## src/hdl/cpts_pkg.sv

```systemverilog
// Shared constants, codes and record types of the CAN periodic transmit scheduler.
package cpts_pkg;

  // Table geometry. SLOT_W is the width of the slot field on the input channel.
  localparam int SLOTS   = 16;
  localparam int SLOT_W  = 4;
  localparam int CNT_W   = 5;
  localparam int MAX_RES = 16;
  localparam int RES_W   = $clog2(MAX_RES + 1);

  // Input item kinds.
  localparam logic [1:0] FUNC_TICK  = 2'd0;
  localparam logic [1:0] FUNC_KEY   = 2'd1;
  localparam logic [1:0] FUNC_SEND  = 2'd2;
  localparam logic [1:0] FUNC_WRITE = 2'd3;

  // Transmission causes.
  localparam logic [1:0] CAUSE_TIMER = 2'd0;
  localparam logic [1:0] CAUSE_KEY   = 2'd1;
  localparam logic [1:0] CAUSE_SEND  = 2'd2;

  // Configuration register indexes.
  localparam logic [1:0] CFG_BUS_CONNECTED = 2'd0;
  localparam logic [1:0] CFG_SLOT_COUNT    = 2'd1;
  localparam logic [1:0] CFG_CLIENT_ID     = 2'd2;

  typedef struct packed {
    logic [28:0] id;
    logic [3:0]  len;
    logic [3:0]  chan;
    logic [63:0] data;
    logic [7:0]  key;
  } frame_rec_t;

  typedef struct packed {
    logic [15:0] period;
    logic [15:0] cdown;
  } timer_rec_t;

  typedef struct packed {
    logic ext;
    logic rtr;
    logic timer_en;
    logic key_en;
  } slot_flags_t;

  // Control of the slot store: write enables, write and read addresses.
  typedef struct packed {
    logic              fr_we;
    logic              tm_we;
    logic [SLOT_W-1:0] wr_slot;
    logic [SLOT_W-1:0] rd_slot;
  } mem_ctl_t;

endpackage

```

## src/hdl/cpts_slot_store.sv

```systemverilog
// Slot table storage: frame memory, timer memory and resettable slot flags.
module cpts_slot_store (
  input  logic                 clk,
  input  logic                 rst_n,
  input  cpts_pkg::mem_ctl_t    ctl,
  input  cpts_pkg::frame_rec_t  wr_frame,
  input  cpts_pkg::timer_rec_t  wr_timer,
  input  cpts_pkg::slot_flags_t wr_flags,
  output cpts_pkg::frame_rec_t  rd_frame,
  output cpts_pkg::timer_rec_t  rd_timer,
  output cpts_pkg::slot_flags_t rd_flags
);
  import cpts_pkg::*;

  frame_rec_t  frame_mem [SLOTS];
  timer_rec_t  timer_mem [SLOTS];
  slot_flags_t flags_r   [SLOTS];

  frame_rec_t  rd_frame_r;
  timer_rec_t  rd_timer_r;
  slot_flags_t rd_flags_r;

  always_ff @(posedge clk) begin
    if (ctl.fr_we) begin
      frame_mem[ctl.wr_slot] <= wr_frame;
    end
    rd_frame_r <= frame_mem[ctl.rd_slot];
  end

  always_ff @(posedge clk) begin
    if (ctl.tm_we) begin
      timer_mem[ctl.wr_slot] <= wr_timer;
    end
    rd_timer_r <= timer_mem[ctl.rd_slot];
  end

  // Flags reset to zero so that unwritten slots never fire on a timer or key scan.
  always_ff @(posedge clk) begin
    if (!rst_n) begin
      for (int i = 0; i < SLOTS; i++) begin
        flags_r[i] <= '0;
      end
    end else if (ctl.fr_we) begin
      flags_r[ctl.wr_slot] <= wr_flags;
    end
  end

  always_ff @(posedge clk) begin
    rd_flags_r <= flags_r[ctl.rd_slot];
  end

  assign rd_frame = rd_frame_r;
  assign rd_timer = rd_timer_r;
  assign rd_flags = rd_flags_r;

endmodule

```

## src/hdl/can_periodic_tx_scheduler.sv

```systemverilog
// Top level of the CAN periodic transmit scheduler: sequencer, result buffer and config.
//
//   Channel   Handshake                  Beat contents
//   -------   ------------------------   ------------------------------------------
//   in_       start / busy               func, slot, frame fields, timer, key
//   out_      out_valid (strobe only)    tx_slot .. tx_cause, last
//   cfg_      cfg_valid / cfg_ready      cfg_index, cfg_data
//
// A write item updates the slot table at the edge that accepts it and leaves busy low.
// A tick, key press or send scans a slot range at one slot per cycle through the
// registered reads of the slot memories.
// Reset (rst_n low, synchronous) clears the sequencer, the config registers and the
// slot flags; the slot memories themselves need no clearing pass.
// The receiver cannot stall: every result is shown for exactly one cycle.
module can_periodic_tx_scheduler (
  input  logic        clk,
  input  logic        rst_n,
  // Input command channel.
  input  logic        start,
  output logic        busy,
  input  logic [1:0]  in_func,
  input  logic [3:0]  in_slot,
  input  logic [28:0] in_frame_id,
  input  logic        in_ext_flag,
  input  logic        in_rtr_flag,
  input  logic [3:0]  in_data_len,
  input  logic [3:0]  in_bus_channel,
  input  logic [63:0] in_payload,
  input  logic        in_timer_on,
  input  logic [15:0] in_period_ticks,
  input  logic        in_key_on,
  input  logic [7:0]  in_key_code,
  // Result channel.
  output logic        out_valid,
  output logic [3:0]  out_tx_slot,
  output logic [28:0] out_tx_id,
  output logic        out_tx_ext,
  output logic        out_tx_rtr,
  output logic [3:0]  out_tx_len,
  output logic [3:0]  out_tx_channel,
  output logic [63:0] out_tx_data,
  output logic [31:0] out_tx_client,
  output logic [1:0]  out_tx_cause,
  output logic        out_last,
  // Configuration write channel.
  input  logic        cfg_valid,
  output logic        cfg_ready,
  input  logic [1:0]  cfg_index,
  input  logic [31:0] cfg_data
);
  import cpts_pkg::*;

  typedef enum logic [2:0] {
    ST_IDLE  = 3'b001,
    ST_SCAN  = 3'b010,
    ST_FLUSH = 3'b100
  } state_t;

  typedef struct packed {
    logic [3:0]  slot;
    logic [28:0] id;
    logic        ext;
    logic        rtr;
    logic [3:0]  len;
    logic [3:0]  chan;
    logic [63:0] data;
    logic [1:0]  cause;
  } result_t;

  // Configuration registers.
  logic        bus_r;
  logic [4:0]  cnt_r;
  logic [31:0] client_r;

  // Sequencer.
  state_t            state_r, state_nxt;
  logic [CNT_W-1:0]  ptr_r, ptr_nxt;
  logic [CNT_W-1:0]  end_r, end_nxt;
  logic [1:0]        cause_r, cause_nxt;
  logic [7:0]        key_r, key_nxt;
  logic [RES_W-1:0]  n_r, n_nxt;

  // Evaluation stage, in the cycle after the read issue.
  logic              rd_vld_r, rd_vld_nxt;
  logic [SLOT_W-1:0] rd_slot_r, rd_slot_nxt;

  // One-deep holding buffer: a result leaves only once it is known whether it is the last.
  logic    pend_vld_r, pend_vld_nxt;
  result_t pend_r, pend_nxt;

  // Output registers.
  logic    out_valid_r, out_valid_nxt;
  logic    out_last_r, out_last_nxt;
  result_t out_r, out_nxt;
  logic [31:0] out_client_r;

  // Slot store interface.
  mem_ctl_t    mem_ctl;
  frame_rec_t  wr_frame;
  timer_rec_t  wr_timer;
  slot_flags_t wr_flags;
  frame_rec_t  rd_frame;
  timer_rec_t  rd_timer;
  slot_flags_t rd_flags;

  logic             accept;
  logic             item_write;
  logic [CNT_W-1:0] lim;
  logic [CNT_W-1:0] in_slot_w;
  logic             tm_expire;
  logic [15:0]      cd_new;
  logic             upd_we;
  logic             hit;
  logic             emit;
  logic [3:0]       len_sat;
  logic [63:0]      data_masked;
  result_t          new_res;

  assign busy       = (state_r != ST_IDLE);
  assign accept     = start && !busy;
  assign item_write = accept && (in_func == FUNC_WRITE);
  assign cfg_ready  = 1'b1;
  assign in_slot_w  = CNT_W'(in_slot);

  // Number of slots scanned: the programmed count, capped at the table size.
  assign lim = (cnt_r < CNT_W'(SLOTS)) ? cnt_r : CNT_W'(SLOTS);

  // Timer update of the slot under evaluation: expire at one or zero, then reload.
  assign tm_expire = (rd_timer.cdown < 16'd2);
  assign cd_new    = tm_expire ? rd_timer.period : (rd_timer.cdown - 16'd1);
  assign upd_we    = rd_vld_r && (cause_r == CAUSE_TIMER) && rd_flags.timer_en;

  always_comb begin
    case (cause_r)
      CAUSE_TIMER: hit = rd_flags.timer_en && tm_expire;
      CAUSE_KEY:   hit = rd_flags.key_en && (rd_frame.key == key_r);
      CAUSE_SEND:  hit = 1'b1;
      default:     hit = 1'b0;
    endcase
  end

  assign emit = rd_vld_r && hit && (n_r < RES_W'(MAX_RES));

  // Length saturates at eight bytes; bytes at and above the length read as zero.
  assign len_sat = (rd_frame.len > 4'd8) ? 4'd8 : rd_frame.len;

  always_comb begin
    for (int i = 0; i < 8; i++) begin
      data_masked[8*i +: 8] = (4'(i) < len_sat) ? rd_frame.data[8*i +: 8] : 8'h00;
    end
  end

  always_comb begin
    new_res.slot  = rd_slot_r;
    new_res.id    = rd_frame.id;
    new_res.ext   = rd_flags.ext;
    new_res.rtr   = rd_flags.rtr;
    new_res.len   = len_sat;
    new_res.chan  = rd_frame.chan;
    new_res.data  = data_masked;
    new_res.cause = cause_r;
  end

  // Slot store control. A write item and a timer update never coincide, since
  // write items are taken only while the sequencer is idle. Each slot is read and
  // written back once per scan, so a read never meets a pending write to its entry.
  always_comb begin
    mem_ctl.fr_we   = item_write && (in_slot_w < CNT_W'(SLOTS));
    mem_ctl.tm_we   = mem_ctl.fr_we || upd_we;
    mem_ctl.wr_slot = mem_ctl.fr_we ? in_slot : rd_slot_r;
    mem_ctl.rd_slot = ptr_r[SLOT_W-1:0];

    wr_frame.id   = in_frame_id;
    wr_frame.len  = in_data_len;
    wr_frame.chan = in_bus_channel;
    wr_frame.data = in_payload;
    wr_frame.key  = in_key_code;

    wr_flags.ext      = in_ext_flag;
    wr_flags.rtr      = in_rtr_flag;
    wr_flags.timer_en = in_timer_on;
    wr_flags.key_en   = in_key_on;

    if (mem_ctl.fr_we) begin
      wr_timer.period = in_period_ticks;
      wr_timer.cdown  = in_period_ticks;
    end else begin
      wr_timer.period = rd_timer.period;
      wr_timer.cdown  = cd_new;
    end
  end

  cpts_slot_store u_store (
    .clk      (clk),
    .rst_n    (rst_n),
    .ctl      (mem_ctl),
    .wr_frame (wr_frame),
    .wr_timer (wr_timer),
    .wr_flags (wr_flags),
    .rd_frame (rd_frame),
    .rd_timer (rd_timer),
    .rd_flags (rd_flags)
  );

  // Sequencer: set up the scan range on accept, issue one read per cycle, then
  // release the held result as the last beat of the item.
  always_comb begin
    state_nxt     = state_r;
    ptr_nxt       = ptr_r;
    end_nxt       = end_r;
    cause_nxt     = cause_r;
    key_nxt       = key_r;
    n_nxt         = n_r;
    rd_vld_nxt    = 1'b0;
    rd_slot_nxt   = rd_slot_r;
    pend_vld_nxt  = pend_vld_r;
    pend_nxt      = pend_r;
    out_valid_nxt = 1'b0;
    out_last_nxt  = out_last_r;
    out_nxt       = out_r;

    case (state_r)
      ST_IDLE: begin
        if (accept && (in_func != FUNC_WRITE)) begin
          state_nxt = ST_SCAN;
          n_nxt     = '0;
          key_nxt   = in_key_code;
          ptr_nxt   = '0;
          end_nxt   = '0;
          case (in_func)
            FUNC_TICK: begin
              cause_nxt = CAUSE_TIMER;
              end_nxt   = bus_r ? lim : '0;
            end
            FUNC_KEY: begin
              cause_nxt = CAUSE_KEY;
              end_nxt   = bus_r ? lim : '0;
            end
            FUNC_SEND: begin
              // A direct send ignores the bus state but respects the slot count.
              cause_nxt = CAUSE_SEND;
              if (in_slot_w < lim) begin
                ptr_nxt = in_slot_w;
                end_nxt = in_slot_w + CNT_W'(1);
              end
            end
            default: begin
              cause_nxt = CAUSE_SEND;
            end
          endcase
        end
      end
      ST_SCAN: begin
        if (ptr_r < end_r) begin
          rd_vld_nxt  = 1'b1;
          rd_slot_nxt = ptr_r[SLOT_W-1:0];
          ptr_nxt     = ptr_r + CNT_W'(1);
        end else begin
          state_nxt = ST_FLUSH;
        end
      end
      ST_FLUSH: begin
        if (pend_vld_r) begin
          out_valid_nxt = 1'b1;
          out_last_nxt  = 1'b1;
          out_nxt       = pend_r;
        end
        pend_vld_nxt = 1'b0;
        state_nxt    = ST_IDLE;
      end
      default: begin
        state_nxt = ST_IDLE;
      end
    endcase

    // A new hit pushes the held result out as a non-final beat.
    if (emit) begin
      n_nxt        = n_r + RES_W'(1);
      pend_vld_nxt = 1'b1;
      pend_nxt     = new_res;
      if (pend_vld_r) begin
        out_valid_nxt = 1'b1;
        out_last_nxt  = 1'b0;
        out_nxt       = pend_r;
      end
    end
  end

  always_ff @(posedge clk) begin
    if (!rst_n) begin
      state_r     <= ST_IDLE;
      ptr_r       <= '0;
      end_r       <= '0;
      n_r         <= '0;
      rd_vld_r    <= 1'b0;
      pend_vld_r  <= 1'b0;
      out_valid_r <= 1'b0;
      bus_r       <= 1'b0;
      cnt_r       <= '0;
      client_r    <= '0;
    end else begin
      state_r     <= state_nxt;
      ptr_r       <= ptr_nxt;
      end_r       <= end_nxt;
      n_r         <= n_nxt;
      rd_vld_r    <= rd_vld_nxt;
      pend_vld_r  <= pend_vld_nxt;
      out_valid_r <= out_valid_nxt;
      if (cfg_valid && cfg_ready) begin
        case (cfg_index)
          CFG_BUS_CONNECTED: bus_r    <= cfg_data[0];
          CFG_SLOT_COUNT:    cnt_r    <= cfg_data[4:0];
          CFG_CLIENT_ID:     client_r <= cfg_data;
          default:           ;
        endcase
      end
    end
  end

  // Payload registers carry no reset.
  always_ff @(posedge clk) begin
    cause_r      <= cause_nxt;
    key_r        <= key_nxt;
    rd_slot_r    <= rd_slot_nxt;
    pend_r       <= pend_nxt;
    out_r        <= out_nxt;
    out_last_r   <= out_last_nxt;
    out_client_r <= client_r;
  end

  assign out_valid      = out_valid_r;
  assign out_tx_slot    = out_r.slot;
  assign out_tx_id      = out_r.id;
  assign out_tx_ext     = out_r.ext;
  assign out_tx_rtr     = out_r.rtr;
  assign out_tx_len     = out_r.len;
  assign out_tx_channel = out_r.chan;
  assign out_tx_data    = out_r.data;
  assign out_tx_client  = out_client_r;
  assign out_tx_cause   = out_r.cause;
  assign out_last       = out_last_r;

  // The final beat of an item can only come from the flush step.
  assert property (@(posedge clk) disable iff (!rst_n)
    out_valid_r && out_last_r |-> $past(state_r == ST_FLUSH))
    else $error("final result beat not produced by the flush step");

  // An idle sequencer holds no result and has no read in flight.
  assert property (@(posedge clk) disable iff (!rst_n)
    (state_r == ST_IDLE) |-> (!pend_vld_r && !rd_vld_r))
    else $error("result or read left over while idle");

  // The per-item result count never passes its limit.
  assert property (@(posedge clk) disable iff (!rst_n)
    n_r <= RES_W'(MAX_RES))
    else $error("result count beyond limit");

endmodule

```

## config.mk

```make
export PLATFORM = sky130hd
export DESIGN_NAME = can_periodic_tx_scheduler
export DESIGN_NICKNAME = d
export VERILOG_FILES = /design/src/hdl/cpts_pkg.sv /design/src/hdl/cpts_slot_store.sv /design/src/hdl/can_periodic_tx_scheduler.sv
export SDC_FILE = /design/constraint.sdc
export NUM_CORES = 2
export LEC_CHECK = 0
export BUFFER_PORTS_ARGS = -buffer_cell sky130_fd_sc_hd__buf_2
export CAP_MARGIN = 10
export CORE_AREA = 2 2 553 555
export CTS_CLUSTER_SIZE = 28
export DETAILED_ROUTE_END_ITERATION = 8
export DIE_AREA = 0 0 555 557
export GPL_ROUTABILITY_DRIVEN = 0
export HOLD_SLACK_MARGIN = 0.05
export MAX_ROUTING_LAYER = met4
export SLEW_MARGIN = 0
export SYNTH_ARGS = -nofsm -noshare
export SYNTH_HDL_FRONTEND = slang
export SYNTH_SLANG_ARGS = --single-unit
```

## constraint.sdc

```tcl
create_clock -name clk -period 34.3 [get_ports clk]
set_input_delay 5.145 -clock clk [delete_from_list [all_inputs] [get_ports clk]]
set_output_delay 5.145 -clock clk [all_outputs]
set_load 0.05 [all_outputs]
```

==> flow_metrics.env <==
export IMPL_synth_warnings=0
export IMPL_setup_tns_ps=0
export IMPL_core_sq_um=304000
export IMPL_avgRoutedWirePerCell_microns=24.86
export IMPL_htreeDepth=5
export IMPL_worst_pin_slew_ps=1259
export IMPL_post_cts_buffers=0
export IMPL_fin_crit_ps=8986
export IMPL_design_die_area_sq_um=309100
export IMPL_worstPathArrival_ps=9440
export IMPL_cp_end_kind="flop"
export IMPL_clk_pin_slew_worst_paths_ps=60
export IMPL_die_w_microns=555
export IMPL_nets=5677
export IMPL_r2r_end="u_store.rd_frame[50]"
export IMPL_maxCapViolations=0
export IMPL_r2r_setup_slack_ps=28550
export IMPL_setup_viol=0
export IMPL_syn_area_per_cell_sq_um=20.82
export IMPL_hold_viol=0
export IMPL_pin_count=318
export IMPL_grt_pass1_wl_microns=352900
export IMPL_drv_slew=0
export IMPL_post_cts_resized=0
export IMPL_cts_inserted_buffers=289
export IMPL_powerDensity_nw_per_um2=58.04
export IMPL_fill_cells=26750
export IMPL_grt_pass1_vias=51300
export IMPL_path_max_fanout=49
export IMPL_relSlewSlack=0.1587
export IMPL_fmax_mhz=111.3
export IMPL_antenna_found_initial=74
export IMPL_cts_sinks=2789
export IMPL_grt_max_degree=156
export IMPL_synth_edf_count=2553
export IMPL_overflow=0
export IMPL_synth_flop_cell="edfxtp_1"
export IMPL_via_per_inst=5.109
export IMPL_rsz0062_at_grt="false"
export IMPL_routed_wl_microns=242400
export IMPL_async_reset_ff_frac=0
export IMPL_synth_top_cell_by_area="edfxtp_1"
export IMPL_irDropWorstVdd_v=0.00003680
export IMPL_synthCells=5071
export IMPL_timing_reg2reg_worst_path_depth=8
export IMPL_yosysUniqueCellTypes=60
export IMPL_dieHeight_microns=557
export IMPL_first_iter_violations=4539
export IMPL_placed_cells=9197
export IMPL_syn_num_nets=5255
export IMPL_clock_path_buffers=4
export IMPL_dr_pass1_iters=6
export IMPL_syn_area_sq_um=105600
export IMPL_min_period_over_period=0.2620
export IMPL_synth_common_cells="2553 x edfxtp_1, 580 x mux4_2, 260 x mux2i_1, 236 x dfxtp_1, 208 x nor2b_1"
export IMPL_grt_usage=0.1588
export IMPL_stdcell_count=9749
export IMPL_cts_hold_buffers=0
export IMPL_drive_gt1_frac=0.2737
export IMPL_synth_area_leaders="edfxtp_1 73%, mux4_2 12%, dfxtp_1 4.5%"
export IMPL_drc=0
export IMPL_clkLatencyLatePin_ps=860
export IMPL_crit_type="input pin to flop"
export IMPL_cts_root_buf="clkbuf_16"
export IMPL_crit_start="start"
export IMPL_crit_end="u_store.frame_mem[7][14]"
export IMPL_area_delta_synth_final_pct=14.76
export IMPL_min_path_type="flop to flop"
export IMPL_cp_start_kind="input pin"
export IMPL_power_leakage_nw=37.32
export IMPL_synth_seq_area_share=0.7708
export IMPL_ant_nets=0
export IMPL_crit_required_ps=34750
export IMPL_worstReg2RegStart="ptr_r[0]"
export IMPL_ys_seq_elements=2789
export IMPL_synth_top_area_frac=0.7260
export IMPL_fp_row_count=203
export IMPL_yosysMostFrequentCell="edfxtp_1"
export IMPL_io_buffers=316
export IMPL_status="complete, no violations"
export IMPL_start_util=0.3473
export IMPL_vias=49810
export IMPL_skew_ps=76.00
export IMPL_cts_tree="done"
export IMPL_hpwl_microns=133100
-- kinds of logic (layout without fill, tap and decap cells) --
family	count (synthesis)	after routing	synth area share
AND/OR/NAND/NOR	688	688	0.04061
XOR/XNOR	21	21	0.001742
buffers and inverters	303	943	0.01295
multiplexers	840	840	0.1484
AO/OA/AOI/OAI	418	418	0.02424
flip-flops	2789	2789	0.7708
adder cells (fa/ha/maj)	11	11	0.001303
other	1	42	0.00003551
-- stage by stage --
step / utilization / hold WS [ps] / setup WS, ps / instance area (sq um) / power [mW]
floorplan: - / 330.6 / 19300 / 105600 / 3.987
global placement: 0.3685 / 333.7 / 24320 / 112000 / 4.097
detailed placement: 0.3685 / 336.3 / 24410 / 112000 / 4.104
CTS: 0.3981 / 346.7 / 25290 / 121000 / 7.111
global route: 0.3985 / 354.4 / 25010 / 121200 / 7.254
finish: 0.3986 / 347.8 / 25310 / 121200 / 7.034
-- state kept, by name, summed over array words and instances, names as in the netlist, named ones only --
register / count
u_store.frame_mem: 1744
u_store.timer_mem: 512
pend_r: 109
u_store.rd_frame: 109
u_store.flags_r: 64
client_r: 32
out_tx_client: 32
u_store.rd_timer: 32
key_r: 8
cnt_r: 5
end_r: 5
n_r: 5
ptr_r: 5
rd_slot_r: 4
u_store.rd_flags: 4
state_r: 3
cause_r: 2
bus_r: 1
out_valid: 1
pend_vld_r: 1
rd_vld_r: 1
-- area by class of cell --
type / instances / area, sq um / area share
antenna: 41 / 102.6 / 0.0008467
clock buffer: 376 / 7900 / 0.06519
clock inverter: 133 / 1099 / 0.009066
inverter: 16 / 70.07 / 0.0005782
multi-input combinational: 1979 / 23120 / 0.1908
sequential: 2789 / 81410 / 0.6718
tap: 3997 / 5001 / 0.04127
timing repair buffer: 418 / 2480 / 0.02046
-- how the worst min path moves through the flow --
stage | from | end | cells after the start
after floorplan | client_r[0] | out_tx_client[0] | 0
after global placement | client_r[16] | out_tx_client[16] | 0
after detailed placement | client_r[19] | out_tx_client[19] | 0
after CTS | client_r[10] | out_tx_client[10] | 0
after global routing | client_r[4] | out_tx_client[4] | 0
final | client_r[10] | out_tx_client[10] | 0
-- cells in the final DEF, fill, tap and decap left out, types with 7 or more instances in the layout --
cell	Yosys	routed
diode_2	0	41
nor2_1	86	56
nor2b_1	208	208
buf_2	28	316
nor3b_1	9	7
nand3_1	11	11
and2_1	13	13
clkbuf_1	196	63
clkbuf_8	0	15
nor3_1	15	11
mux4_2	580	580
nor2_4	100	129
a211oi_1	150	149
buf_4	1	91
and3_1	67	67
clkinv_2	0	54
ha_1	11	11
a21oi_1	196	196
nand4_1	8	8
o21ai_1	1	7
inv_6	1	10
edfxtp_1	2553	2553
bufinv_16	0	13
nand2b_1	9	9
clkinv_1	1	43
dfxtp_1	236	231
buf_12	11	10
xnor2_1	16	16
mux2i_1	260	260
o21ai_0	44	38
nand2_1	131	131
inv_1	13	12
clkbuf_16	0	298
-- worst max-delay path: stages --
cell and delay, ps:
buf_2 240, nor4bb_1 440, nand3_1 470, nor2_1 260
a31oi_2 220, nor2_4 1120, buf_4 660, buf_4 780
-- power breakdown --
group / switching (mW) / leakage [nW] / internal, mW / total (mW)
clock: 1.28 / 4.43 / 1.73 / 3.00
sequential: 0.0197 / 25.2 / 3.75 / 3.77
combinational: 0.169 / 7.64 / 0.0855 / 0.255
-- per-layer routing --
metal | part of all wire | vias up | GRT usage | routed length (microns)
li1 | - | 21580 | - | -
met2 | 0.47 | 1579 | 0.2455 | 114600
met1 | 0.44 | 26250 | 0.2128 | 105600
met3 | 0.065 | 390 | 0.03039 | 15730
met5 | 0 | - | - | 0
met4 | 0.027 | 0 | 0.04861 | 6472
Note: power is estimated with default switching activity, not from simulation.
